<file path="src/hdl/brat_pkg.sv">
// ----------------------------------------------------------------------------
// brat_pkg
// Shared widths, register indexes and reset values for the bounded rational
// approximation block.
// ----------------------------------------------------------------------------
package brat_pkg;

  // field widths
  localparam int FRAC_BITS  = 32;
  localparam int DENOM_BITS = 16;
  localparam int INT_BITS   = 15;
  localparam int TOL_BITS   = 32;
  localparam int NUM_BITS   = 32;

  // search datapath widths
  localparam int BD_W  = DENOM_BITS + 1;           // a, b, c, d
  localparam int SUM_W = DENOM_BITS + 2;           // mediant numerator and denominator
  localparam int PRD_W = FRAC_BITS + SUM_W;        // f*b, f*d, tol*b, tol*d and sums
  localparam int MAG_W = INT_BITS + DENOM_BITS + 1; // rn + ip*rd

  // stream payload widths
  localparam int IN_DATA_W  = ((1 + INT_BITS + FRAC_BITS + 7) / 8) * 8;
  localparam int OUT_DATA_W = ((NUM_BITS + DENOM_BITS + 7) / 8) * 8;

  // configuration port
  localparam int CFG_IDX_W  = 1;
  localparam int CFG_DATA_W = TOL_BITS;
  localparam logic [CFG_IDX_W-1:0] REG_MAX_DENOM = 1'd0;
  localparam logic [CFG_IDX_W-1:0] REG_TOLERANCE = 1'd1;

  localparam logic [DENOM_BITS-1:0] MAX_DENOM_RST = DENOM_BITS'(1000);
  localparam logic [TOL_BITS-1:0]   TOLERANCE_RST = TOL_BITS'(4295);

  // numerator magnitude limit
  localparam logic [63:0] NUM_SAT = 64'd2147483647;

endpackage

</file>
<file path="src/hdl/bounded_rational_approximation.sv">
// ----------------------------------------------------------------------------
// bounded_rational_approximation
// Best rational approximation num/den of a signed fixed-point value with den
// bounded by a register, found by a Stern-Brocot mediant search.
// ----------------------------------------------------------------------------
//
//  channel  | direction | transaction contents
//  ---------+-----------+------------------------------------------------------
//  in_      | slave     | tdata: x_negative, x_integer[14:0], x_fraction[31:0]
//  out_     | master    | tdata: numerator[31:0] (signed), denominator[15:0]
//  cfg_     | write     | index 0 max_denominator, index 1 tolerance
//
//  one item is loaded in ST_IDLE, then takes one mediant step per cycle (at most about
//  2*max_denominator steps, typically far fewer); the last step picks the result,
//  then ST_MUL and ST_SUM rebuild the numerator, ST_SUM waiting while the output
//  register is full; the mediant step loop sets how long an item takes
//  products f*(b+d) and tol*(b+d) are kept as running sums, no multiplier in
//  the loop; the final ip*den uses one 15x16 multiplier
//  in_tready is high only while idle; a waiting result in the output register
//  does not block a new transaction, but a finished search waits for it
//  synchronous active-low reset clears control state and the configuration registers
//
module bounded_rational_approximation (
  input  logic                                clk,
  input  logic                                rst_n,
  // x_negative [0], x_integer [15:1], x_fraction [47:16]
  input  logic [brat_pkg::IN_DATA_W-1:0]      in_tdata,
  input  logic                                in_tvalid,
  output logic                                in_tready,
  // numerator [31:0], denominator [47:32]
  output logic [brat_pkg::OUT_DATA_W-1:0]     out_tdata,
  output logic                                out_tvalid,
  input  logic                                out_tready,
  input  logic                                cfg_wr_en,
  input  logic [brat_pkg::CFG_IDX_W-1:0]      cfg_index,
  input  logic [brat_pkg::CFG_DATA_W-1:0]     cfg_data
);

  localparam int DW = brat_pkg::DENOM_BITS;
  localparam int BW = brat_pkg::BD_W;
  localparam int SW = brat_pkg::SUM_W;
  localparam int PW = brat_pkg::PRD_W;
  localparam int FW = brat_pkg::FRAC_BITS;
  localparam int IW = brat_pkg::INT_BITS;
  localparam int MW = brat_pkg::MAG_W;
  localparam int NW = brat_pkg::NUM_BITS;
  localparam int TW = brat_pkg::TOL_BITS;

  // sequencer states
  localparam logic [1:0] ST_IDLE   = 2'd0;
  localparam logic [1:0] ST_SEARCH = 2'd1;
  localparam logic [1:0] ST_MUL    = 2'd2;
  localparam logic [1:0] ST_SUM    = 2'd3;

  logic [1:0]    state_r, state_nxt;
  logic [DW-1:0] max_denom_r;
  logic [TW-1:0] tol_cfg_r;

  // per-item operands
  logic          neg_r, neg_nxt;
  logic [IW-1:0] ip_r, ip_nxt;
  logic [DW-1:0] lim_r, lim_nxt;

  // search state
  logic [BW-1:0] a_r, a_nxt, b_r, b_nxt, c_r, c_nxt, d_r, d_nxt;
  logic [SW-1:0] s_r, s_nxt, num_r, num_nxt;
  logic [PW-1:0] fb_r, fb_nxt, fd_r, fd_nxt, tb_r, tb_nxt, td_r, td_nxt;
  logic [PW-1:0] lhs_r, lhs_nxt, ts_r, ts_nxt;

  // result
  logic [DW-1:0]    rn_r, rn_nxt, rd_r, rd_nxt;
  logic [IW+DW-1:0] prod_r, prod_nxt;
  logic [NW+DW-1:0] out_data_r, out_data_nxt;
  logic             out_valid_r, out_valid_nxt;

  // datapath signals
  logic [PW-1:0] rhs, diff_hi, diff_lo, diff;
  logic          lhs_gt, match, in_range;
  logic [MW-1:0] mag_sum;
  logic [NW-1:0] mag, num_out;

  assign in_tready  = (state_r == ST_IDLE);
  assign out_tvalid = out_valid_r;
  assign out_tdata  = brat_pkg::OUT_DATA_W'(out_data_r);

  // configuration registers
  always_ff @(posedge clk) begin
    if (!rst_n) begin
      max_denom_r <= brat_pkg::MAX_DENOM_RST;
      tol_cfg_r   <= brat_pkg::TOLERANCE_RST;
    end else if (cfg_wr_en) begin
      case (cfg_index)
        brat_pkg::REG_MAX_DENOM: max_denom_r <= cfg_data[DW-1:0];
        brat_pkg::REG_TOLERANCE: tol_cfg_r   <= cfg_data[TW-1:0];
        default: ;
      endcase
    end
  end

  // mediant compare: |f*s - (a+c)*2^FRAC| against tol*s
  always_comb begin
    rhs      = {num_r, {FW{1'b0}}};
    lhs_gt   = (lhs_r > rhs);
    diff_hi  = lhs_r - rhs;
    diff_lo  = rhs - lhs_r;
    diff     = lhs_gt ? diff_hi : diff_lo;
    match    = (diff < ts_r);
    in_range = (b_r <= BW'(lim_r)) && (d_r <= BW'(lim_r));
  end

  // numerator rebuild, saturation and sign
  always_comb begin
    mag_sum = MW'(rn_r) + MW'(prod_r);
    if (64'(mag_sum) > brat_pkg::NUM_SAT) begin
      mag = NW'(brat_pkg::NUM_SAT);
    end else begin
      mag = NW'(mag_sum);
    end
    num_out = neg_r ? (NW'(0) - mag) : mag;
  end

  // sequencer
  always_comb begin
    state_nxt     = state_r;
    neg_nxt       = neg_r;
    ip_nxt        = ip_r;
    lim_nxt       = lim_r;
    a_nxt         = a_r;
    b_nxt         = b_r;
    c_nxt         = c_r;
    d_nxt         = d_r;
    s_nxt         = s_r;
    num_nxt       = num_r;
    fb_nxt        = fb_r;
    fd_nxt        = fd_r;
    tb_nxt        = tb_r;
    td_nxt        = td_r;
    lhs_nxt       = lhs_r;
    ts_nxt        = ts_r;
    rn_nxt        = rn_r;
    rd_nxt        = rd_r;
    prod_nxt      = prod_r;
    out_data_nxt  = out_data_r;
    out_valid_nxt = out_valid_r;

    // result taken downstream
    if (out_valid_r && out_tready) begin
      out_valid_nxt = 1'b0;
    end

    case (state_r)
      // load bounds 0/1 and 1/1
      ST_IDLE: begin
        if (in_tvalid) begin
          neg_nxt = in_tdata[0];
          ip_nxt  = in_tdata[IW:1];
          lim_nxt = (max_denom_r == '0) ? DW'(1) : max_denom_r;
          a_nxt   = '0;
          b_nxt   = BW'(1);
          c_nxt   = BW'(1);
          d_nxt   = BW'(1);
          s_nxt   = SW'(2);
          num_nxt = SW'(1);
          fb_nxt  = PW'(in_tdata[IW+FW:IW+1]);
          fd_nxt  = PW'(in_tdata[IW+FW:IW+1]);
          tb_nxt  = PW'(tol_cfg_r);
          td_nxt  = PW'(tol_cfg_r);
          lhs_nxt = PW'({in_tdata[IW+FW:IW+1], 1'b0});
          ts_nxt  = PW'({tol_cfg_r, 1'b0});
          state_nxt = ST_SEARCH;
        end
      end

      // one mediant step per cycle
      ST_SEARCH: begin
        if (!in_range) begin
          if (b_r > BW'(lim_r)) begin
            rn_nxt = DW'(c_r);
            rd_nxt = DW'(d_r);
          end else begin
            rn_nxt = DW'(a_r);
            rd_nxt = DW'(b_r);
          end
          state_nxt = ST_MUL;
        end else if (match) begin
          if (s_r <= SW'(lim_r)) begin
            rn_nxt = DW'(num_r);
            rd_nxt = DW'(s_r);
          end else if (d_r > b_r) begin
            rn_nxt = DW'(c_r);
            rd_nxt = DW'(d_r);
          end else begin
            rn_nxt = DW'(a_r);
            rd_nxt = DW'(b_r);
          end
          state_nxt = ST_MUL;
        end else if (lhs_gt) begin
          // lower bound moves up to the mediant
          a_nxt   = BW'(num_r);
          b_nxt   = BW'(s_r);
          fb_nxt  = lhs_r;
          tb_nxt  = ts_r;
          s_nxt   = s_r + SW'(d_r);
          num_nxt = num_r + SW'(c_r);
          lhs_nxt = lhs_r + fd_r;
          ts_nxt  = ts_r + td_r;
        end else begin
          // upper bound moves down to the mediant
          c_nxt   = BW'(num_r);
          d_nxt   = BW'(s_r);
          fd_nxt  = lhs_r;
          td_nxt  = ts_r;
          s_nxt   = s_r + SW'(b_r);
          num_nxt = num_r + SW'(a_r);
          lhs_nxt = lhs_r + fb_r;
          ts_nxt  = ts_r + tb_r;
        end
      end

      // integer part times denominator
      ST_MUL: begin
        prod_nxt  = (IW+DW)'(ip_r) * (IW+DW)'(rd_r);
        state_nxt = ST_SUM;
      end

      // add back, sign, hand to output register when free
      ST_SUM: begin
        if (!out_valid_r || out_tready) begin
          out_data_nxt  = {rd_r, num_out};
          out_valid_nxt = 1'b1;
          state_nxt     = ST_IDLE;
        end
      end

      default: state_nxt = ST_IDLE;
    endcase
  end

  // control registers
  always_ff @(posedge clk) begin
    if (!rst_n) begin
      state_r     <= ST_IDLE;
      out_valid_r <= 1'b0;
    end else begin
      state_r     <= state_nxt;
      out_valid_r <= out_valid_nxt;
    end
  end

  // datapath registers
  always_ff @(posedge clk) begin
    neg_r      <= neg_nxt;
    ip_r       <= ip_nxt;
    lim_r      <= lim_nxt;
    a_r        <= a_nxt;
    b_r        <= b_nxt;
    c_r        <= c_nxt;
    d_r        <= d_nxt;
    s_r        <= s_nxt;
    num_r      <= num_nxt;
    fb_r       <= fb_nxt;
    fd_r       <= fd_nxt;
    tb_r       <= tb_nxt;
    td_r       <= td_nxt;
    lhs_r      <= lhs_nxt;
    ts_r       <= ts_nxt;
    rn_r       <= rn_nxt;
    rd_r       <= rd_nxt;
    prod_r     <= prod_nxt;
    out_data_r <= out_data_nxt;
  end

endmodule

</file>
<file path="config.mk">
export PLATFORM = sky130hd
export DESIGN_NAME = bounded_rational_approximation
export DESIGN_NICKNAME = d
export VERILOG_FILES = /design/src/hdl/brat_pkg.sv /design/src/hdl/bounded_rational_approximation.sv
export SDC_FILE = /design/constraint.sdc
export NUM_CORES = 2
export LEC_CHECK = 0
export BUFFER_PORTS_ARGS = -buffer_cell sky130_fd_sc_hd__buf_2
export CAP_MARGIN = 5
export CORE_MARGIN = 3
export CORE_UTILIZATION = 41
export CTS_CLUSTER_SIZE = 25
export DETAILED_ROUTE_END_ITERATION = 8
export PLACE_DENSITY = 0.57
export SYNTH_ARGS = -nofsm -noshare
export SYNTH_HDL_FRONTEND = slang
export SYNTH_SLANG_ARGS = --single-unit
</file>
<file path="constraint.sdc">
create_clock -name clk -period 36.4 [get_ports clk]
set_input_delay 3.64 -clock clk [delete_from_list [all_inputs] [get_ports clk]]
set_output_delay 3.64 -clock clk [all_outputs]
set_load 0.1 [all_outputs]
</file>
==> flow_summary_export.csv <==
group,metric,value,unit
synthesis,ys_seq_area_frac,0.393,
critical_path,cp_data_required_time,36660,ps
timing,maxSlewHeadroom,0.236,
final_layout,fin_nets,5232,
synthesis,syn_inst,4505,
timing,fin_tns_setup,0,ps
drt,vias_per_cell,5.41,
synthesis,synthArstFlopShare,0,
grt,grt_pass1_wl,183,mm
synthesis,synth_fp_nets,5175,
synthesis,synth_top_cell_area_share,0.370,
cts,clock-sinks,598,
synthesis,yosysTopAreaCell,"edfxtp_1",
critical_path,crit_arrival,8610,ps
critical_path,ff2ff_path_depth,22,
cts,clock-root-buffer,"clkbuf_16",
cts,path_clk_slew,60,ps
final_layout,n_antenna_cell,0,
grt,first_global_vias,32100,
drt,drt_pre_antenna_iters,5,
placement,gp_congestion,0.877,
critical_path,crit_fanout,115,
final_layout,drive_gt1_frac,0.0876,
placement,place.detailed.hpwl,84.2,mm
synthesis,synth_area,44400,sq um
timing,setup_viol,0,
drt,drtIter0Drc,2378,
placement,portBuffers,135,
synthesis,ys_ff_latch,598,
hold_path,min_to,"lim_r[12]",
timing,fmax,120,MHz
run_status,status,"complete, no violations",
timing,finalHoldViolCount,0,
synthesis,synth_edf_count,547,
final_layout,n_fill_cell,10200,
cts,clockBufferDepth,3,
final_layout,area_delta_synth_final,10.4,%
die,rows,120,
cts,worstSkewPairLatency,640,ps
synthesis,syn_area_per_cell,9.86,sq um
timing,tightest_slew,1150,ps
timing,period_share,0.229,
cts,cts_tree,"done",
cts,h-tree-depth,3,
critical_path,r2r_slack,28050,ps
flow_run,max_cap_violations,0,
hold_path,worstHoldStart,"max_denom_r[12]",
grt,track_usage,0.204,
drt,wl_per_cell,19.3,um
hold_path,hold_depth,0,
cts,holdBufCountCts,0,
hold_path,min_path_type,"reg2reg",
synthesis,synthFlopType,"edfxtp_1",
cts,cts_setup_buffers,0,
die,die_h,335,um
synthesis,synth_warnings,0,
timing,min_period,8350,ps
timing,rsz0062_at_grt,"no",
die,die_area,112000,sq um
synthesis,synth_cell_type_count,92,
die,initial_core_util,0.414,
timing,fin_worst_skew,25.1,ps
die,core-area,107000,sq um
cts,post_cts_resized,0,
synthesis,synth_common_cells,"734 x nand2_1, 547 x edfxtp_1, 398 x ha_1",
critical_path,worst_setup_path_end_kind,"register",
critical_path,r2r-start,"lhs_r[24]",
synthesis,post-synth-top-count-cell,"nand2_1",
critical_path,startpoint_type,"register",
drt,post-route-drc-count,0,
grt,grt_max_degree,116,
cts,cts_made_buffers,72,
timing,drv_slew,0,
grt,antenna_found_initial,6,
die,die_width,335,um
die,ios,136,
drt,route.vias.total,32600,
critical_path,reg2reg_to,"fb_r[11]",
drt,ant_nets,0,
grt,overflow,0,
critical_path,worstSetupPathType,"reg2reg",
drt,wirelength,116,mm
synthesis,synth.area.top_cells,"edfxtp_1 37%, ha_1 11%, fa_1 8.4%",
==> metrics by stage <==
stage	hold WS [ps]	setup slack, ps	area (sq um)	std cells	utilization
CTS	472	28070	49100	6025	0.457
detailed placement	458	28090	46500	5891	0.433
global route	488	27610	49100	6025	0.457
global placement	452	28210	46500	5891	0.433
floorplan	439	24740	44400	4505	-
finish	471	28050	49100	6025	0.457
==> worst max path at each step <==
stage | cells past startpoint | from | to | slack [ps]
finish | 22 | lhs_r[24] | fb_r[11] | 28050
global route | 22 | lhs_r[18] | fb_r[11] | 27610
CTS | 22 | lhs_r[24] | fb_r[11] | 28070
detailed placement | 22 | lhs_r[24] | fb_r[5] | 28090
global placement | 22 | lhs_r[10] | fb_r[7] | 28210
floorplan | 23 | lhs_r[24] | a_r[0] | 24740
==> routing by layer <==
layer	global-route usage	vias to the layer above	routed length (um)
li1	-	15800	-
met5	0	-	13
met2	0.330	721	52900
met4	0.0516	2	2460
met1	0.289	15900	55700
met3	0.0272	149	5320
==> worst max-delay path, stage by stage (launching register included) <==
cell and delay (ps):
edfxtp_1 460, or4_4 590, or4_4 460, nor4b_4 310
and2_1 390, a31o_4 240, a31o_4 480, buf_12 500
o21ai_0 230, xnor2_1 170, ha_1 300, o21a_1 110
o211ai_1 70, o21ai_0 340, a21o_1 130, a31oi_1 70
o31ai_1 660, nand4_1 180, a31o_2 290, a21o_1 290
a21oi_4 150, buf_4 640, buf_4 770
==> state kept, by name, summed over array words and instances (netlist names), 17 cells and up <==
name / cells
a_r: 17
b_r: 17
c_r: 17
d_r: 17
fb_r: 50
fd_r: 50
lhs_r: 50
num_r: 18
out_tdata: 48
prod_r: 31
s_r: 18
tb_r: 50
td_r: 50
tol_cfg_r: 32
ts_r: 50
==> cell usage in the layout (no fill, tap or decap), types with 60 or more instances in the layout <==
master / n
nand2_1: 734
xor2_1: 92
mux2_2: 66
xnor2_1: 134
clkbuf_16: 77
edfxtp_1: 547
a21oi_1: 221
and2_1: 195
nor2_1: 233
o21ai_0: 180
fa_1: 186
buf_2: 135
nor3_1: 60
nand3_1: 65
inv_1: 389
a21o_1: 155
ha_1: 397
==> layout make-up <==
class,instances,area (sq um),area share
flip-flops and latches,598,17400,0.356
repair buffers,173,973,0.0198
multi-input cells,3326,24900,0.507
clock buffers,100,2080,0.0425
clock inverters,34,467,0.00951
well taps,1403,1760,0.0358
inverters,391,1480,0.0301
==> cells by family (layout without fill, tap and decap cells) <==
family | Yosys count | in the layout | share of synthesized area
XOR/XNOR | 226 | 226 | 0.0445
buffers and inverters | 581 | 698 | 0.0501
flip-flops | 598 | 598 | 0.393
AO/OA/AOI/OAI | 905 | 905 | 0.136
multiplexers | 84 | 84 | 0.0208
adder cells (fa/ha/maj) | 584 | 584 | 0.196
AND/OR/NAND/NOR | 1527 | 1527 | 0.160
Power is not shown: default switching activity piles up to over one toggle a cycle in this logic, so the estimate is an artifact.
